`config.mk`:
```
export PLATFORM = sky130hd
export DESIGN_NAME = canonical_decimal_to_int64
export DESIGN_NICKNAME = d
export VERILOG_FILES = /design/src/cdti64_pkg.sv /design/src/cdti64_front.sv /design/src/cdti64_queue.sv /design/src/cdti64_back.sv /design/src/canonical_decimal_to_int64.sv
export SDC_FILE = /design/constraint.sdc
export NUM_CORES = 1
export LEC_CHECK = 0
export BUFFER_PORTS_ARGS = -buffer_cell sky130_fd_sc_hd__buf_2
export CAP_MARGIN = 10
export CORE_MARGIN = 5
export CORE_UTILIZATION = 35
export CTS_BUF_LIST = sky130_fd_sc_hd__clkbuf_8 sky130_fd_sc_hd__clkbuf_16
export CTS_CLUSTER_SIZE = 16
export DETAILED_ROUTE_END_ITERATION = 8
export GPL_ROUTABILITY_DRIVEN = 0
export HOLD_SLACK_MARGIN = 0.02
export PLACE_DENSITY = 0.47
export SLEW_MARGIN = 20
export SYNTH_ARGS = -nofsm -noshare
export SYNTH_HDL_FRONTEND = slang
export SYNTH_SLANG_ARGS = --single-unit
```
`constraint.sdc`:
```
create_clock -name clk -period 14.75 [get_ports clk]
set_clock_uncertainty 0.05 [all_clocks]
set_input_delay 1.475 -clock clk [delete_from_list [all_inputs] [get_ports clk]]
set_output_delay 1.475 -clock clk [all_outputs]
set_load 0.01 [all_outputs]
```
`src/cdti64_pkg.sv`:
```
// Shared types and constants for the canonical decimal to 64-bit integer parser.
package cdti64_pkg;

  // What one character word means to the accumulator.
  typedef enum logic [1:0] {
    KIND_NONE,
    KIND_MINUS,
    KIND_DIGIT,
    KIND_OTHER
  } char_kind_t;

  // One classified word as it travels from the front end to the back end.
  typedef struct packed {
    char_kind_t kind;
    logic [3:0] digit;
    logic       signed_mode;
    logic       last;
  } char_entry_t;

  localparam logic [7:0] CHAR_ZERO  = 8'h30;
  localparam logic [7:0] CHAR_NINE  = 8'h39;
  localparam logic [7:0] CHAR_MINUS = 8'h2D;

  localparam int QUEUE_DEPTH = 4;
  localparam int QUEUE_AW    = $clog2(QUEUE_DEPTH);

  localparam int VALUE_W = 64;

endpackage

```
`src/cdti64_front.sv`:
```
// Front end: takes character words and classifies each one for the back end.
module cdti64_front (
  input  logic                     clk,
  input  logic                     rst,
  input  logic                     accept,
  input  logic [7:0]               char_code,
  input  logic                     char_present,
  input  logic                     last_char,
  input  logic                     signed_mode,
  output cdti64_pkg::char_entry_t  entry
);

  // Set once the current text has delivered a character.
  logic chars_seen;
  logic is_digit;
  logic [7:0] digit_wide;

  assign is_digit   = (char_code >= cdti64_pkg::CHAR_ZERO) &&
                      (char_code <= cdti64_pkg::CHAR_NINE);
  assign digit_wide = char_code - cdti64_pkg::CHAR_ZERO;

  always_comb begin
    entry.digit       = digit_wide[3:0];
    entry.signed_mode = signed_mode;
    entry.last        = last_char;
    if (!char_present) begin
      entry.kind = cdti64_pkg::KIND_NONE;
    end else if (!chars_seen && signed_mode && (char_code == cdti64_pkg::CHAR_MINUS)) begin
      entry.kind = cdti64_pkg::KIND_MINUS;
    end else if (is_digit) begin
      entry.kind = cdti64_pkg::KIND_DIGIT;
    end else begin
      entry.kind = cdti64_pkg::KIND_OTHER;
    end
  end

  always_ff @(posedge clk) begin
    if (rst) begin
      chars_seen <= 1'b0;
    end else if (accept) begin
      if (last_char) begin
        chars_seen <= 1'b0;
      end else if (char_present) begin
        chars_seen <= 1'b1;
      end
    end
  end

endmodule

```
`src/cdti64_queue.sv`:
```
// Small FIFO of classified words between the front end and the back end.
module cdti64_queue (
  input  logic                     clk,
  input  logic                     rst,
  input  logic                     wr_en,
  input  cdti64_pkg::char_entry_t  wr_data,
  output logic                     full,
  input  logic                     rd_en,
  output logic                     rd_valid,
  output cdti64_pkg::char_entry_t  rd_data
);

  cdti64_pkg::char_entry_t mem [cdti64_pkg::QUEUE_DEPTH];
  logic [cdti64_pkg::QUEUE_AW-1:0] wr_ptr;
  logic [cdti64_pkg::QUEUE_AW-1:0] rd_ptr;
  logic [cdti64_pkg::QUEUE_AW:0]   count;
  logic do_wr;
  logic do_rd;

  assign full     = (count == (cdti64_pkg::QUEUE_AW+1)'(cdti64_pkg::QUEUE_DEPTH));
  assign rd_valid = (count != '0);
  assign rd_data  = mem[rd_ptr];
  assign do_wr    = wr_en && !full;
  assign do_rd    = rd_en && rd_valid;

  always_ff @(posedge clk) begin
    if (do_wr) begin
      mem[wr_ptr] <= wr_data;
    end
  end

  always_ff @(posedge clk) begin
    if (rst) begin
      wr_ptr <= '0;
      rd_ptr <= '0;
      count  <= '0;
    end else begin
      if (do_wr) begin
        wr_ptr <= wr_ptr + 1'b1;
      end
      if (do_rd) begin
        rd_ptr <= rd_ptr + 1'b1;
      end
      if (do_wr && !do_rd) begin
        count <= count + 1'b1;
      end else if (do_rd && !do_wr) begin
        count <= count - 1'b1;
      end
    end
  end

endmodule

```
`src/cdti64_back.sv`:
```
// Back end: accumulates digits, checks range and form, and drives the result word.
module cdti64_back (
  input  logic                     clk,
  input  logic                     rst,
  input  logic                     q_valid,
  input  cdti64_pkg::char_entry_t  q_data,
  output logic                     q_pop,
  output logic                     finish_valid,
  output logic                     m_tvalid,
  input  logic                     m_tready,
  output logic [63:0]              m_tdata,
  output logic                     m_tuser
);

  typedef struct packed {
    logic [cdti64_pkg::VALUE_W-1:0] magnitude;
    logic                           is_negative;
    logic                           failed;
    logic                           have_digit;
  } finish_t;

  localparam int SUM_W = cdti64_pkg::VALUE_W + 4;
  localparam logic [SUM_W-1:0] LIMIT_NEG  = SUM_W'(1) << (cdti64_pkg::VALUE_W - 1);
  localparam logic [SUM_W-1:0] LIMIT_POS  = LIMIT_NEG - SUM_W'(1);
  localparam logic [SUM_W-1:0] LIMIT_UNS  = (SUM_W'(1) << cdti64_pkg::VALUE_W) - SUM_W'(1);

  // Accumulator state for the text in progress.
  logic [cdti64_pkg::VALUE_W-1:0] magnitude, magnitude_next;
  logic is_negative, is_negative_next;
  logic failed, failed_next;
  logic have_digit, have_digit_next;
  logic first_zero, first_zero_next;

  logic [SUM_W-1:0] mag_wide;
  logic [SUM_W-1:0] sum;
  logic [SUM_W-1:0] limit;
  logic fail_mid;

  finish_t finish;
  logic    out_load;
  logic    finish_free;
  logic    ok;

  assign mag_wide = {4'b0, magnitude};
  assign sum      = (mag_wide << 3) + (mag_wide << 1) + {{(SUM_W-4){1'b0}}, q_data.digit};
  assign limit    = is_negative ? LIMIT_NEG : (q_data.signed_mode ? LIMIT_POS : LIMIT_UNS);
  assign fail_mid = failed || (have_digit && first_zero);

  always_comb begin
    magnitude_next   = magnitude;
    is_negative_next = is_negative;
    failed_next      = failed;
    have_digit_next  = have_digit;
    first_zero_next  = first_zero;
    case (q_data.kind)
      cdti64_pkg::KIND_MINUS: begin
        is_negative_next = 1'b1;
      end
      cdti64_pkg::KIND_DIGIT: begin
        have_digit_next = 1'b1;
        first_zero_next = have_digit ? first_zero : (q_data.digit == 4'd0);
        failed_next     = fail_mid;
        if (!fail_mid) begin
          if (sum > limit) begin
            failed_next = 1'b1;
          end else begin
            magnitude_next = sum[cdti64_pkg::VALUE_W-1:0];
          end
        end
      end
      cdti64_pkg::KIND_OTHER: begin
        failed_next = 1'b1;
      end
      default: begin
      end
    endcase
  end

  // A last word may leave only when the finish register can take it.
  assign out_load    = finish_valid && (!m_tvalid || m_tready);
  assign finish_free = !finish_valid || out_load;
  assign q_pop       = q_valid && (!q_data.last || finish_free);

  always_ff @(posedge clk) begin
    if (rst) begin
      magnitude   <= '0;
      is_negative <= 1'b0;
      failed      <= 1'b0;
      have_digit  <= 1'b0;
      first_zero  <= 1'b0;
    end else if (q_pop) begin
      if (q_data.last) begin
        magnitude   <= '0;
        is_negative <= 1'b0;
        failed      <= 1'b0;
        have_digit  <= 1'b0;
        first_zero  <= 1'b0;
      end else begin
        magnitude   <= magnitude_next;
        is_negative <= is_negative_next;
        failed      <= failed_next;
        have_digit  <= have_digit_next;
        first_zero  <= first_zero_next;
      end
    end
  end

  always_ff @(posedge clk) begin
    if (rst) begin
      finish_valid <= 1'b0;
    end else if (q_pop && q_data.last) begin
      finish_valid <= 1'b1;
    end else if (out_load) begin
      finish_valid <= 1'b0;
    end
  end

  always_ff @(posedge clk) begin
    if (q_pop && q_data.last) begin
      finish.magnitude   <= magnitude_next;
      finish.is_negative <= is_negative_next;
      finish.failed      <= failed_next;
      finish.have_digit  <= have_digit_next;
    end
  end

  // A negative zero is not canonical.
  assign ok = !finish.failed && finish.have_digit &&
              !(finish.is_negative && (finish.magnitude == '0));

  always_ff @(posedge clk) begin
    if (rst) begin
      m_tvalid <= 1'b0;
    end else if (out_load) begin
      m_tvalid <= 1'b1;
    end else if (m_tready) begin
      m_tvalid <= 1'b0;
    end
  end

  always_ff @(posedge clk) begin
    if (out_load) begin
      m_tuser <= ok;
      if (!ok) begin
        m_tdata <= '0;
      end else if (finish.is_negative) begin
        m_tdata <= '0 - finish.magnitude;
      end else begin
        m_tdata <= finish.magnitude;
      end
    end
  end

endmodule

```
`src/canonical_decimal_to_int64.sv`:
```
// Top level of the canonical decimal text to 64-bit integer parser.
//
//   Channel   Direction  Handshake           Contents
//   s_*       in         s_tvalid/s_tready   one character word of the text
//   m_*       out        m_tvalid/m_tready   one result word per text
//   cfg_*     in         cfg_wr_en           signed_mode register
//
// Character words are taken one per cycle while the four-entry queue has room.
// The back end retires one queued word per cycle unless a last word waits for
// the finish register; its digit step is a multiply by ten (two shifts and an
// add) followed by a range compare. A result passes the finish register and
// the output register; the next text streams in without a gap even while one
// result waits; with two results waiting, the queue fills up to four words.
// Reset is synchronous and clears the register, the queue and all text state.
// A stall on m_tready backs up through the finish register and the queue
// into s_tready.
module canonical_decimal_to_int64 (
  input  logic        clk,
  input  logic        rst,
  // Configuration: signed_mode is written when cfg_wr_en is high.
  input  logic        cfg_wr_en,
  input  logic        cfg_wr_data,
  // Input stream.
  input  logic        s_tvalid,
  output logic        s_tready,
  input  logic [7:0]  s_tdata,   // [7:0] char_code
  input  logic        s_tuser,   // [0] char_present
  input  logic        s_tlast,   // last_char
  // Output stream.
  output logic        m_tvalid,
  input  logic        m_tready,
  output logic [63:0] m_tdata,   // [63:0] value_bits
  output logic        m_tuser    // [0] valid_res
);

  logic signed_mode;
  logic accept;
  logic q_full;
  logic q_valid;
  logic q_pop;
  logic finish_valid;
  cdti64_pkg::char_entry_t front_entry;
  cdti64_pkg::char_entry_t q_data;

  // The mode register; words are judged by the mode in force when they arrive.
  always_ff @(posedge clk) begin
    if (rst) begin
      signed_mode <= 1'b0;
    end else if (cfg_wr_en) begin
      signed_mode <= cfg_wr_data;
    end
  end

  assign s_tready = !q_full;
  assign accept   = s_tvalid && s_tready;

  cdti64_front u_front (
    .clk          (clk),
    .rst          (rst),
    .accept       (accept),
    .char_code    (s_tdata),
    .char_present (s_tuser),
    .last_char    (s_tlast),
    .signed_mode  (signed_mode),
    .entry        (front_entry)
  );

  cdti64_queue u_queue (
    .clk      (clk),
    .rst      (rst),
    .wr_en    (accept),
    .wr_data  (front_entry),
    .full     (q_full),
    .rd_en    (q_pop),
    .rd_valid (q_valid),
    .rd_data  (q_data)
  );

  cdti64_back u_back (
    .clk          (clk),
    .rst          (rst),
    .q_valid      (q_valid),
    .q_data       (q_data),
    .q_pop        (q_pop),
    .finish_valid (finish_valid),
    .m_tvalid     (m_tvalid),
    .m_tready     (m_tready),
    .m_tdata      (m_tdata),
    .m_tuser      (m_tuser)
  );

  // A rejected text always reads as zero.
  assert property (@(posedge clk) disable iff (rst)
    (m_tvalid && !m_tuser) |-> (m_tdata == '0))
    else $error("rejected result carries a nonzero value");

  // A new result is always preceded by a finished text in the finish register.
  assert property (@(posedge clk) disable iff (rst)
    $rose(m_tvalid) |-> $past(finish_valid))
    else $error("result word appeared without a finished text");

  // Nothing is presented in the first cycle after reset.
  assert property (@(posedge clk)
    rst |=> (!m_tvalid && !finish_valid))
    else $error("output pipeline not empty after reset");

endmodule

```
==> results.py <==
metrics = {
    "drt": {
        "drc": 0,
        "via_per_inst": 5.36,
        "firstDrtPassIters": 5,
        "wire_per_inst_um": 18.4,
        "vias": 12000,
        "drt.antenna.violating_nets": 0,
        "drt-total-wl_um": 41300,
        "drt_iter0_drc": 682,
    },
    "clocking": {
        "cts_setup_buffers": 0,
        "ctsResizeCount": 0,
        "clk_path_buf_depth": 3,
        "cts_buffers": 29,
        "holdBufCountCts": 0,
        "cts_root_buf": "clkbuf_16",
        "clk_latency_ns": 0.58,
        "cts_sinks": 245,
        "cts_max_level": 1,
        "clkSlewWorstSetupHoldPaths_ns": 0.05,
        "tritoncts": "yes",
    },
    "die": {
        "die_h_um": 225,
        "start_util": 0.355,
        "rows": 78,
        "dieArea_um2": 50600,
        "die_w_um": 225,
        "fp.coreArea_um2": 45600,
        "pin_count": 83,
    },
    "setup_path": {
        "path_buf_inv": 3,
        "cpMaxStageDelayCell": "buf_4",
        "worstSetupEndpointType": "flop",
        "critical_path.max_fanout": 70,
        "worstPathRequired_ns": 15.20,
        "critPathMaxStageDelay_ns": 0.76,
        "path_delay_family": "simple AND/OR/NAND/NOR gates",
        "crit_type": "flop to flop",
        "cp-start-kind": "flop",
        "worstPathArrival_ns": 9.82,
    },
    "logic_synthesis": {
        "yosysWarnings": 0,
        "synth-main-ff-cell": "edfxtp_1",
        "synth.area.top_cells": "edfxtp_1, ha_1, dfxtp_1, xor2_1, mux2_2",
        "yosysTopAreaCell": "edfxtp_1",
        "ys_async_sr_fraction": 0,
        "synth_nets": 1771,
        "syn_area_um2": 16200,
        "ys_seq_area_frac": 0.405,
        "syn_area_per_cell_um2": 10.4,
        "yosysTopAreaCellShare": 0.305,
        "synth_cell_types": 65,
        "synth_edf_count": 164,
        "syn_inst": 1555,
        "ys_ff_latch": 245,
    },
    "place": {
        "port_buffers": 82,
        "dp_slack_ns": 5.40,
        "dp_hpwl_um": 31200,
    },
    "timing": {
        "finalHoldViolCount": 0,
        "max_freq_ghz": 0.107,
        "relSlewSlack": 0.270,
        "finalCriticalPeriod_ns": 9.37,
        "setup_ws_ns": 5.38,
        "tightest_slew_ns": 1.09,
        "rsz0062_at_grt": "false",
        "setup_viol": 0,
        "tns_ns": 0,
        "slew_violations": 0,
        "fin_crit_sh": 0.636,
    },
    "global_route": {
        "grt_remaining_overflow": 0,
        "grt_start_max_net_pins": 71,
        "antenna_found_initial": 0,
        "grtUsageTotal": 0.159,
        "grt_pass1_vias": 11800,
        "grt_pass1_wl_um": 65600,
    },
    "flow_run": {
        "drv_cap": 0,
    },
    "power": {
        "p_leak_nw": 7.86,
        "intPower_mw": 1.63,
        "p_sw_mw": 0.868,
        "swShare": 0.347,
        "p_comb_frac": 0.297,
        "seqPwrFrac": 0.409,
        "powerDensity_nw_per_um2": 138,
        "power_frac_clock": 0.294,
        "finalPower_mw": 2.50,
        "irDropWorstVdd_v": 0.0000901,
    },
    "finish": {
        "fill_cells": 4475,
        "antenna_cells": 0,
        "drive_gt1_frac": 0.142,
        "syn2layout_area_growth_pct": 12.2,
        "final_cell_mix": "ha_1, edfxtp_1, nor2_1",
        "nets": 1830,
        "final_common_cell": "ha_1",
    },
    "worst_hold_path": {
        "hold_class": "flop to flop",
    },
    "status": {
        "status": "completed",
    },
}
==> synthesized netlist by cell type, types with 9 or more instances <==
library cell  number
nor3_1            24
nand2_1          100
o21ai_0           73
o41ai_1            9
a211oi_1          10
nand4_1           38
o21a_1            10
or3_1             14
clkbuf_1          52
and3_1             9
a21oi_1          120
xor2_1            85
nor2_1           133
o211ai_1          10
dfxtp_1           81
o21bai_1          11
nor2b_1           11
edfxtp_1         164
a31oi_1           13
a21o_1            23
or4_1              9
xnor2_1           44
nand3_1           28
a22o_1            64
mux2_2            62
inv_1             29
o31ai_1           24
ha_1             197
==> worst reg2reg max path, delay by kind of cell (launching register included) <==
family                     cells  cell delay, ns
AOI/OAI and AO/OA             10            2.29
xor gates and xnor gates       1            0.36
adders and majority gates      3            1.17
buffers and inverters          3            1.41
DFF                            1            0.65
muxes                          2            0.77
and+or+nand+nor                9            2.62
==> power by group through the flow <==
stage | Clock, mW | Sequential (mW) | Combinational, mW
after detailed placement | 0 | 1.04 | 0.757
after global placement | 0 | 1.03 | 0.746
after global routing | 0.787 | 1.04 | 0.830
final | 0.734 | 1.02 | 0.743
after floorplan | 0 | 1.04 | 0.526
after CTS | 0.758 | 1.02 | 0.758
==> per-stage QoR <==
stage,utilization,hold slack (ns),area [um^2],std cells
after detailed placement,0.376,0.436,17100,2183
after global placement,0.376,0.423,17100,2183
after global routing,0.398,0.475,18100,2237
after CTS,0.398,0.451,18100,2237
after floorplan,-,0.404,16200,1555
final,0.398,0.448,18100,2237
==> state kept, by name, summed over array words and instances (netlist names), 2 cells and up, named ones only <==
register          cells
u_back.magnitude     64
u_queue.wr_ptr        2
u_back.finish        67
u_back.m_tdata       64
u_queue.rd_ptr        2
u_queue.mem          32
u_queue.count         3
==> area by class of cell <==
type / instances / area (um^2) / share of cell area
Clock buffer: 36 / 845 / 0.0465
Clock inverter: 18 / 161 / 0.00889
Sequential cell: 245 / 6550 / 0.361
Inverter: 30 / 113 / 0.00620
Timing Repair Buffer: 91 / 478 / 0.0263
Multi-Input combinational cell: 1217 / 9250 / 0.510
Tap cell: 600 / 751 / 0.0414
==> cell families after synthesis <==
| group | synth area share |
|---|---|
| mux | 0.0574 |
| xor+xnor | 0.0699 |
| compound gates | 0.162 |
| fa+ha+maj | 0.156 |
| simple gates | 0.125 |
| buf+inv | 0.0247 |
| flops | 0.405 |
==> per-layer routing <==
| metal | up-vias | track usage | routed length, um |
|---|---|---|---|
| met2 | 223 | 0.243 | 17500 |
| li1 | 6017 | - | - |
| met5 | - | 0 | 0 |
| met4 | 0 | 0.0401 | 1060 |
| met3 | 57 | 0.0210 | 1480 |
| met1 | 5683 | 0.238 | 21200 |
==> worst paths after layout <==
kind                            start                   end  slack, ns  depth (start not counted)
setup reg to reg                 flop  u_back.magnitude[61]       5.38                         28
hold reg to reg   u_back.finish_valid   u_back.finish_valid       0.45                          2
setup / recovery                 flop  u_back.magnitude[61]       5.38                         28
hold / removal    u_back.finish_valid   u_back.finish_valid       0.45                          2
No activity file was read; power rests on OpenSTA's default activity.
